`src/rtl/sls_pkg.sv`:
```
// shared types, constants and helper functions of the servo slew limiter
// no dependencies
package sls_pkg;

  localparam int unsigned NUM_SERVOS = 8;
  localparam int unsigned IDX_W      = (NUM_SERVOS > 1) ? $clog2(NUM_SERVOS) : 1;
  localparam int unsigned ANGLE_W    = 8;
  localparam int unsigned OP_W       = 2;
  localparam int unsigned CH_W       = 3;
  localparam int unsigned TICK_W     = 10;

  typedef logic [ANGLE_W-1:0] angle_t;
  typedef logic [IDX_W-1:0]   idx_t;
  typedef logic [TICK_W-1:0]  tick_t;

  localparam angle_t MAX_ANGLE         = 8'd180;
  localparam angle_t RESET_ANGLE       = 8'd90;
  localparam tick_t  TICK_MAX          = {TICK_W{1'b1}};
  localparam tick_t  STEP_INTERVAL_RST = 10'd20;
  localparam idx_t   LAST_IDX          = idx_t'(NUM_SERVOS - 1);

  typedef enum logic [OP_W-1:0] {
    OP_TICK       = 2'd0,
    OP_SET_TARGET = 2'd1,
    OP_PRESET     = 2'd2,
    OP_UNUSED     = 2'd3
  } op_e;

  typedef enum logic [1:0] {
    ST_IDLE,
    ST_SET,
    ST_PRESET,
    ST_STEP
  } state_e;

  typedef struct packed {
    angle_t cur;
    angle_t tgt;
    angle_t settled;
  } entry_t;

  localparam entry_t RESET_ENTRY = '{cur: RESET_ANGLE, tgt: RESET_ANGLE, settled: RESET_ANGLE};

  typedef struct packed {
    logic   rd_en;
    idx_t   rd_addr;
    logic   wr_en;
    idx_t   wr_addr;
    entry_t wr_data;
  } mem_req_t;

  typedef struct packed {
    logic [CH_W-1:0] index;
    angle_t          angle;
    logic            moved;
    logic            arrived;
    logic            last;
  } result_t;

  function automatic angle_t clamp_angle(input angle_t a);
    return (a > MAX_ANGLE) ? MAX_ANGLE : a;
  endfunction

  // true when the two angles are more than one degree apart
  function automatic logic far_apart(input angle_t a, input angle_t b);
    logic [ANGLE_W:0] ea;
    logic [ANGLE_W:0] eb;
    ea = {1'b0, a};
    eb = {1'b0, b};
    return (ea > eb + 1'b1) || (eb > ea + 1'b1);
  endfunction

endpackage

```
`src/rtl/sls_store.sv`:
```
// per-channel angle store: current, target and settled angle in one word
// depends on sls_pkg; one read and one write port, registered read data
module sls_store (
  input  logic              clk_i,
  input  logic              rst_ni,
  input  sls_pkg::mem_req_t req_i,
  output sls_pkg::entry_t   rd_data_o
);

  sls_pkg::entry_t                    mem_q [sls_pkg::NUM_SERVOS];
  sls_pkg::entry_t                    rd_q;
  logic [sls_pkg::NUM_SERVOS-1:0]     vld_q;
  logic                               rd_vld_q;

  always_ff @(posedge clk_i) begin
    if (req_i.wr_en) begin
      mem_q[req_i.wr_addr] <= req_i.wr_data;
    end
    if (req_i.rd_en) begin
      rd_q <= mem_q[req_i.rd_addr];
    end
  end

  // entries never written read as the reset angles
  always_ff @(posedge clk_i or negedge rst_ni) begin
    if (!rst_ni) begin
      vld_q    <= '0;
      rd_vld_q <= 1'b0;
    end else begin
      if (req_i.wr_en) begin
        vld_q[req_i.wr_addr] <= 1'b1;
      end
      if (req_i.rd_en) begin
        rd_vld_q <= vld_q[req_i.rd_addr];
      end
    end
  end

  assign rd_data_o = rd_vld_q ? rd_q : sls_pkg::RESET_ENTRY;

endmodule

```
`src/rtl/sls_seq.sv`:
```
// sequencer: decodes transactions, runs the per-channel step walk,
// keeps pending flag, tick count and arrival flags; depends on sls_pkg
module sls_seq (
  input  logic                           clk_i,
  input  logic                           rst_ni,
  input  logic                           cfg_we_i,
  input  sls_pkg::tick_t                 cfg_wdata_i,
  input  logic                           in_valid_i,
  output logic                           in_stall_o,
  input  logic [sls_pkg::OP_W-1:0]       operation_i,
  input  logic [sls_pkg::CH_W-1:0]       channel_i,
  input  sls_pkg::angle_t                angle_i,
  output sls_pkg::mem_req_t              mem_req_o,
  input  sls_pkg::entry_t                rd_data_i,
  input  logic                           out_free_i,
  output logic                           out_load_o,
  output sls_pkg::result_t               out_res_o
);

  sls_pkg::state_e                state_q, state_d;
  sls_pkg::tick_t                 step_interval_q;
  sls_pkg::tick_t                 tick_cnt_q, tick_cnt_d;
  logic                           pending_q, pending_d;
  logic [sls_pkg::NUM_SERVOS-1:0] mis_q, mis_d;
  logic [sls_pkg::NUM_SERVOS-1:0] far_q, far_d;
  logic                           arrived_q, arrived_d;
  sls_pkg::idx_t                  idx_q, idx_d;
  sls_pkg::angle_t                angle_q, angle_d;

  sls_pkg::tick_t                 tick_next;
  logic                           step_now;
  logic                           ch_ok;
  sls_pkg::op_e                   op;
  sls_pkg::angle_t                step_cur;
  logic                           step_moved;
  sls_pkg::angle_t                set_tgt;

  assign op        = sls_pkg::op_e'(operation_i);
  assign ch_ok     = 32'(channel_i) < sls_pkg::NUM_SERVOS;
  assign tick_next = (tick_cnt_q == sls_pkg::TICK_MAX) ? tick_cnt_q
                                                       : sls_pkg::TICK_W'(tick_cnt_q + 1'b1);
  assign step_now  = pending_q && (tick_next >= step_interval_q);

  // one degree toward target
  always_comb begin
    step_cur   = rd_data_i.cur;
    step_moved = 1'b0;
    if (rd_data_i.cur < rd_data_i.tgt) begin
      step_cur   = sls_pkg::ANGLE_W'(rd_data_i.cur + 1'b1);
      step_moved = 1'b1;
    end else if (rd_data_i.cur > rd_data_i.tgt) begin
      step_cur   = sls_pkg::ANGLE_W'(rd_data_i.cur - 1'b1);
      step_moved = 1'b1;
    end
  end

  assign set_tgt = (rd_data_i.settled != angle_q) ? angle_q : rd_data_i.settled;

  always_comb begin
    state_d    = state_q;
    tick_cnt_d = tick_cnt_q;
    pending_d  = pending_q;
    mis_d      = mis_q;
    far_d      = far_q;
    arrived_d  = arrived_q;
    idx_d      = idx_q;
    angle_d    = angle_q;
    mem_req_o  = '0;
    out_load_o = 1'b0;
    out_res_o  = '0;
    in_stall_o = (state_q != sls_pkg::ST_IDLE);

    unique case (state_q)
      sls_pkg::ST_IDLE: begin
        if (in_valid_i) begin
          unique case (op)
            sls_pkg::OP_TICK: begin
              if (step_now) begin
                tick_cnt_d        = '0;
                idx_d             = '0;
                arrived_d         = ~|far_q;
                mem_req_o.rd_en   = 1'b1;
                mem_req_o.rd_addr = '0;
                state_d           = sls_pkg::ST_STEP;
              end else begin
                tick_cnt_d = tick_next;
              end
            end
            sls_pkg::OP_SET_TARGET: begin
              if (ch_ok) begin
                idx_d             = sls_pkg::IDX_W'(channel_i);
                angle_d           = sls_pkg::clamp_angle(angle_i);
                mem_req_o.rd_en   = 1'b1;
                mem_req_o.rd_addr = sls_pkg::IDX_W'(channel_i);
                state_d           = sls_pkg::ST_SET;
              end
            end
            sls_pkg::OP_PRESET: begin
              if (ch_ok) begin
                idx_d   = sls_pkg::IDX_W'(channel_i);
                angle_d = sls_pkg::clamp_angle(angle_i);
                state_d = sls_pkg::ST_PRESET;
              end
            end
            default: ;
          endcase
        end
      end

      sls_pkg::ST_SET: begin
        if (rd_data_i.settled != angle_q) begin
          pending_d = 1'b1;
        end
        mem_req_o.wr_en           = 1'b1;
        mem_req_o.wr_addr         = idx_q;
        mem_req_o.wr_data.cur     = rd_data_i.cur;
        mem_req_o.wr_data.tgt     = set_tgt;
        mem_req_o.wr_data.settled = rd_data_i.settled;
        mis_d[idx_q]              = rd_data_i.cur != set_tgt;
        far_d[idx_q]              = sls_pkg::far_apart(rd_data_i.cur, set_tgt);
        state_d                   = sls_pkg::ST_IDLE;
      end

      sls_pkg::ST_PRESET: begin
        if (out_free_i) begin
          mem_req_o.wr_en           = 1'b1;
          mem_req_o.wr_addr         = idx_q;
          mem_req_o.wr_data.cur     = angle_q;
          mem_req_o.wr_data.tgt     = angle_q;
          mem_req_o.wr_data.settled = angle_q;
          mis_d[idx_q]              = 1'b0;
          far_d[idx_q]              = 1'b0;
          out_load_o                = 1'b1;
          out_res_o.index           = sls_pkg::CH_W'(idx_q);
          out_res_o.angle           = angle_q;
          out_res_o.moved           = 1'b0;
          out_res_o.arrived         = ~|mis_d;
          out_res_o.last            = 1'b1;
          state_d                   = sls_pkg::ST_IDLE;
        end
      end

      sls_pkg::ST_STEP: begin
        // write back channel idx_q while the next channel is read
        if (out_free_i) begin
          mem_req_o.wr_en           = 1'b1;
          mem_req_o.wr_addr         = idx_q;
          mem_req_o.wr_data.cur     = step_cur;
          mem_req_o.wr_data.tgt     = rd_data_i.tgt;
          mem_req_o.wr_data.settled = arrived_q ? step_cur : rd_data_i.settled;
          mis_d[idx_q]              = step_cur != rd_data_i.tgt;
          far_d[idx_q]              = sls_pkg::far_apart(step_cur, rd_data_i.tgt);
          out_load_o                = 1'b1;
          out_res_o.index           = sls_pkg::CH_W'(idx_q);
          out_res_o.angle           = step_cur;
          out_res_o.moved           = step_moved;
          out_res_o.arrived         = arrived_q;
          out_res_o.last            = (idx_q == sls_pkg::LAST_IDX);
          if (idx_q == sls_pkg::LAST_IDX) begin
            if (arrived_q) begin
              pending_d = 1'b0;
            end
            state_d = sls_pkg::ST_IDLE;
          end else begin
            idx_d             = sls_pkg::IDX_W'(idx_q + 1'b1);
            mem_req_o.rd_en   = 1'b1;
            mem_req_o.rd_addr = sls_pkg::IDX_W'(idx_q + 1'b1);
          end
        end
      end

      default: state_d = sls_pkg::ST_IDLE;
    endcase
  end

  always_ff @(posedge clk_i or negedge rst_ni) begin
    if (!rst_ni) begin
      state_q         <= sls_pkg::ST_IDLE;
      step_interval_q <= sls_pkg::STEP_INTERVAL_RST;
      tick_cnt_q      <= '0;
      pending_q       <= 1'b0;
      mis_q           <= '0;
      far_q           <= '0;
      arrived_q       <= 1'b0;
      idx_q           <= '0;
    end else begin
      state_q   <= state_d;
      tick_cnt_q <= tick_cnt_d;
      pending_q <= pending_d;
      mis_q     <= mis_d;
      far_q     <= far_d;
      arrived_q <= arrived_d;
      idx_q     <= idx_d;
      if (cfg_we_i) begin
        step_interval_q <= cfg_wdata_i;
      end
    end
  end

  always_ff @(posedge clk_i) begin
    angle_q <= angle_d;
  end

endmodule

```
`src/rtl/sls_out.sv`:
```
// output register: holds one result transaction until the sink takes it
// depends on sls_pkg
module sls_out (
  input  logic                     clk_i,
  input  logic                     rst_ni,
  input  logic                     load_i,
  input  sls_pkg::result_t         res_i,
  output logic                     free_o,
  output logic                     out_valid_o,
  input  logic                     out_stall_i,
  output logic [sls_pkg::CH_W-1:0] servo_index_o,
  output sls_pkg::angle_t          servo_angle_o,
  output logic                     moved_o,
  output logic                     all_arrived_o,
  output logic                     last_o
);

  logic             valid_q;
  sls_pkg::result_t res_q;

  assign free_o = !valid_q || !out_stall_i;

  always_ff @(posedge clk_i or negedge rst_ni) begin
    if (!rst_ni) begin
      valid_q <= 1'b0;
    end else if (load_i) begin
      valid_q <= 1'b1;
    end else if (!out_stall_i) begin
      valid_q <= 1'b0;
    end
  end

  always_ff @(posedge clk_i) begin
    if (load_i) begin
      res_q <= res_i;
    end
  end

  assign out_valid_o   = valid_q;
  assign servo_index_o = res_q.index;
  assign servo_angle_o = res_q.angle;
  assign moved_o       = res_q.moved;
  assign all_arrived_o = res_q.arrived;
  assign last_o        = res_q.last;

endmodule

```
`src/rtl/multi_servo_angle_slew_limiter_core.sv`:
```
// top level of the multi-channel servo slew limiter
// depends on sls_pkg, sls_store, sls_seq and sls_out
//
//   channel  direction  handshake              payload
//   in       sink       in_valid_i/in_stall_o  operation_i channel_i angle_i
//   out      source     out_valid_o/out_stall_i servo_index_o servo_angle_o moved_o
//                                               all_arrived_o last_o
//   cfg      sink       cfg_we_i               cfg_wdata_i (step_interval)
//
// a stepping tick walks all NUM_SERVOS channels, one channel per cycle while the
//   output is free, via the angle store (write back one channel, read the next)
// set target first reads the channel's store entry; preset waits for a free output
// stalls on the output hold the channel walk; the input is stalled while busy
// reset leaves the store contents alone, per-entry valid bits give angle 90
module multi_servo_angle_slew_limiter_core (
  input  logic                         clk_i,
  input  logic                         rst_ni,
  input  logic                         cfg_we_i,
  input  logic [sls_pkg::TICK_W-1:0]   cfg_wdata_i,
  input  logic                         in_valid_i,
  output logic                         in_stall_o,
  input  logic [sls_pkg::OP_W-1:0]     operation_i,
  input  logic [sls_pkg::CH_W-1:0]     channel_i,
  input  logic [sls_pkg::ANGLE_W-1:0]  angle_i,
  output logic                         out_valid_o,
  input  logic                         out_stall_i,
  output logic [sls_pkg::CH_W-1:0]     servo_index_o,
  output logic [sls_pkg::ANGLE_W-1:0]  servo_angle_o,
  output logic                         moved_o,
  output logic                         all_arrived_o,
  output logic                         last_o
);

  sls_pkg::mem_req_t mem_req;
  sls_pkg::entry_t   rd_data;
  logic              out_free;
  logic              out_load;
  sls_pkg::result_t  out_res;

  sls_store u_store (
    .clk_i     (clk_i),
    .rst_ni    (rst_ni),
    .req_i     (mem_req),
    .rd_data_o (rd_data)
  );

  sls_seq u_seq (
    .clk_i       (clk_i),
    .rst_ni      (rst_ni),
    .cfg_we_i    (cfg_we_i),
    .cfg_wdata_i (cfg_wdata_i),
    .in_valid_i  (in_valid_i),
    .in_stall_o  (in_stall_o),
    .operation_i (operation_i),
    .channel_i   (channel_i),
    .angle_i     (angle_i),
    .mem_req_o   (mem_req),
    .rd_data_i   (rd_data),
    .out_free_i  (out_free),
    .out_load_o  (out_load),
    .out_res_o   (out_res)
  );

  sls_out u_out (
    .clk_i         (clk_i),
    .rst_ni        (rst_ni),
    .load_i        (out_load),
    .res_i         (out_res),
    .free_o        (out_free),
    .out_valid_o   (out_valid_o),
    .out_stall_i   (out_stall_i),
    .servo_index_o (servo_index_o),
    .servo_angle_o (servo_angle_o),
    .moved_o       (moved_o),
    .all_arrived_o (all_arrived_o),
    .last_o        (last_o)
  );

endmodule

```
`config.mk`:
```
export PLATFORM = sky130hd
export DESIGN_NAME = multi_servo_angle_slew_limiter_core
export DESIGN_NICKNAME = d
export VERILOG_FILES = /design/src/rtl/sls_pkg.sv /design/src/rtl/sls_store.sv /design/src/rtl/sls_seq.sv /design/src/rtl/sls_out.sv /design/src/rtl/multi_servo_angle_slew_limiter_core.sv
export SDC_FILE = /design/constraint.sdc
export NUM_CORES = 1
export LEC_CHECK = 0
export BUFFER_PORTS_ARGS = -buffer_cell sky130_fd_sc_hd__buf_4
export CAP_MARGIN = 20
export CORE_MARGIN = 2
export CORE_UTILIZATION = 63
export CTS_CLUSTER_SIZE = 40
export DETAILED_ROUTE_END_ITERATION = 10
export PLACE_DENSITY = 0.78
export SLEW_MARGIN = 20
export SYNTH_ARGS = -nofsm -noshare
export SYNTH_HDL_FRONTEND = slang
export SYNTH_SLANG_ARGS = --single-unit
```
`constraint.sdc`:
```
create_clock -name clk_i -period 6.9 [get_ports clk_i]
set_input_delay 0.69 -clock clk_i [delete_from_list [all_inputs] [get_ports clk_i]]
set_output_delay 0.69 -clock clk_i [all_outputs]
set_load 0.1 [all_outputs]
```
==> impl_metrics.env <==
export IMPL_fill_cells=1698
export IMPL_dieArea_um2=25090
export IMPL_post_drt_wl_per_cell_um=22.34
export IMPL_cp_end_kind="flip-flop"
export IMPL_drtPass1Iterations=8
export IMPL_synth_adder_area_share_pct=5.083
export IMPL_hold_viol=0
export IMPL_antenna_found_initial=0
export IMPL_tightest_slew_ps=997.3
export IMPL_ios=44
export IMPL_area_growth_synth_to_final_pct=10.27
export IMPL_grt_overflow=0
export IMPL_htreeDepth=1
export IMPL_min_period_ps=5599
export IMPL_layout_common_cells="edfxtp_1, nor2_1, nand2_1"
export IMPL_hpwl_mm=23.97
export IMPL_cts_resized=0
export IMPL_nets=1386
export IMPL_ys_types=65
export IMPL_cts_sinks=291
export IMPL_cp_max_fo=29
export IMPL_p_leak_nw=6.200
export IMPL_drc=0
export IMPL_synth_xor_area_share_pct=3.308
export IMPL_clock_skew_ps=10.98
export IMPL_slowest_stage="dfrtp_1"
export IMPL_cp_required_ps=7350
export IMPL_globalplace_congestion=1.051
export IMPL_seq_area_um2=8476
export IMPL_row_count=56
export IMPL_first_global_vias=9914
export IMPL_synthSimpleGateAreaFrac_pct=12.47
export IMPL_finalPower_mw=7.053
export IMPL_core_area_um2=23400
export IMPL_critPathKind="flip-flop to flip-flop"
export IMPL_final_common_cell="edfxtp_1"
export IMPL_cts_setup_buffers=0
export IMPL_wirelength_mm=36.57
export IMPL_syn_avg_cell_area_um2=11.73
export IMPL_ys_seq_area_share_pct=56.45
export IMPL_vias=10200
export IMPL_clk_latency_ps=570
export IMPL_drive_gt1_share_pct=17.00
export IMPL_synth_edf_count=238
export IMPL_cts_buffer_depth=3
export IMPL_gr_usage_all_layers_pct=29.66
export IMPL_grt_max_degree=57
export IMPL_critPathBufInv=2
export IMPL_synthFlopType="edfxtp_1"
export IMPL_ys_warn_count=0
export IMPL_synth_compound_area_share_pct=9.808
export IMPL_antenna_cells=0
export IMPL_postRouteAntennaNets=0
export IMPL_syn_instance_count=1280
export IMPL_fin_crit_sh_pct=81.15
export IMPL_cp_cell_sequence="inv_1 > nor2_1 > ha_1 > a21oi_1 > o21ai_0 > a21o_1 > mux2i_1 > xnor2_1 > inv_1 > ha_1 > nand3_1 > o32ai_1 > a31oi_1 > a21o_1 > o22ai_1 > a41oi_2 > mux2_2"
export IMPL_die_height_um=158.4
export IMPL_wl_met2_mm=17.11
export IMPL_slew_headroom_pct=33.51
export IMPL_die_w_um=158.4
export IMPL_vias_per_cell=6.228
export IMPL_io_buffer_count=43
export IMPL_numCtsBuffers=29
export IMPL_highest_layer="met4"
export IMPL_multiInputGateArea_um2=6125
export IMPL_syn_num_nets=1369
export IMPL_peakVddDrop_mv=0.2648
export IMPL_tritoncts="yes"
export IMPL_tns_ps=0
export IMPL_crit_path_start_kind="flip-flop"
export IMPL_wl_met1_mm=15.07
export IMPL_syn_area_um2=15020
export IMPL_critPathMaxStageDelay_ps=1000
export IMPL_ys_seq_elements=291
export IMPL_root_buffer="clkbuf_16"
export IMPL_path_clk_slew_ps=60
export IMPL_power_density_nw_per_um2=426.0
export IMPL_cts_hold_buf=0
export IMPL_grt_pass1_wl_mm=55.39
export IMPL_start_util_pct=64.16
export IMPL_hold_class="primary input to async pin"
export IMPL_synth_mux_area_share_pct=9.691
export IMPL_fmax_mhz=178.6
export IMPL_crit_family="compound AO/OA/AOI/OAI gates"
export IMPL_setup_viol=0
export IMPL_outcome="finished clean"
export IMPL_drv_slew=0
export IMPL_async_flop_share_pct=18.21
export IMPL_rsz0062_at_grt="false"
export IMPL_synth_top_family_by_area="simple AND/OR/NAND/NOR gates"
export IMPL_arrival_ps=6040
export IMPL_drv_cap=0
export IMPL_drt_iter0_drc=1078
export IMPL_wl_met3_mm=3.315
cells by family after synthesis:
group,Yosys count
mux,105
compound gates,233
fa+ha+maj,61
xor+xnor,55
simple gates,410
buf+inv,125
flops,291
registers in the layout (all words and copies together), names as in the netlist, 8 cells and up, named ones only:
signal / count
u_store.rd_q: 24
u_seq.angle_q: 8
u_seq.step_interval_q: 10
u_store.vld_q: 8
u_out.servo_angle_o: 8
u_seq.tick_cnt_q: 10
u_store.mem_q: 192
metal layers:
layer / vias to the layer above / track usage [%]
met5: - / 0
met2: 481 / 48.16
met1: 4930 / 40.77
met3: 79 / 6.070
li1: 4706 / -
met4: 0 / 9.138
final cells by class:
cell class	instances	share of cell area, %
clock buffers	36	4.542
clock inverters	16	0.9673
inverters	50	1.134
multi-input cells	864	36.99
flip-flops and latches	291	51.19
well taps	319	2.411
repair buffers	61	2.766
power breakdown:
| group | switching (mW) | leakage, nW | total, mW | internal (mW) |
|---|---|---|---|---|
| clock network | 0.638 | 0.446 | 1.52 | 0.882 |
| logic | 1.89 | 2.89 | 2.99 | 1.10 |
| registers | 0.238 | 2.87 | 2.54 | 2.30 |
| total | 2.76 | 6.20 | 7.05 | 4.29 |
path summary, 6_finish.rpt:
kind,from,to,slack (ps),cells after the start
hold reg to reg,u_store.vld_q[2]$_DFFE_PN0P_,u_store.vld_q[2]$_DFFE_PN0P_,470,1
min in group clk_i,cfg_wdata_i[9],u_seq.step_interval_q[9]$_DFFE_PN0P_,330,3
setup / recovery,u_store.rd_vld_q$_DFFE_PN0P_,flip-flop,1300,17
setup reg to reg,u_store.rd_vld_q$_DFFE_PN0P_,flip-flop,1300,17
max in group asynchronous,rst_ni,u_seq.tick_cnt_q[1]$_DFFE_PN0P_,6250,1
hold / removal,rst_ni,async pin,190,1
synthesized netlist by cell type, drive strengths merged (11+ instances only):
library cell	instances	area [um2]
or2	11	68.82
nand3	31	155.2
a21oi	84	420.4
a21o	11	82.58
mux4	25	563.0
nor2b	11	68.82
nor3	13	65.06
a22o	11	96.34
ha	61	763.2
xnor2	40	350.3
and2	14	87.58
dfrtp	51	1276
xor2	15	146.4
mux2	70	792.0
o21ai	52	260.2
nand2	99	371.6
nand2b	22	137.6
clkbuf	67	251.5
a22oi	12	90.09
edfxtp	238	7147
nor2	171	641.9
inv	50	187.7
worst reg2reg max path, stage by stage (launching register included):
cell	delay (ps)
dfrtp_1	1000
inv_1	300
nor2_1	310
ha_1	210
a21oi_1	90
o21ai_0	450
a21o_1	430
mux2i_1	170
xnor2_1	690
inv_1	200
ha_1	330
nand3_1	90
o32ai_1	310
a31oi_1	100
a21o_1	200
o22ai_1	150
a41oi_2	110
mux2_2	340
through the flow:
step	setup slack [ps]	hold WS, ps	instances	util, %	instance area (um2)
CTS	1439	191.3	1637	70.75	16560
detailed placement	1481	452.3	1585	66.85	15650
floorplan	1804	394.4	1280	-	15020
global route	909.3	224.7	1637	70.75	16560
finish	1301	188.2	1637	70.75	16560
global placement	1624	447.8	1585	66.82	15640
(Power assumes the default switching activity.)
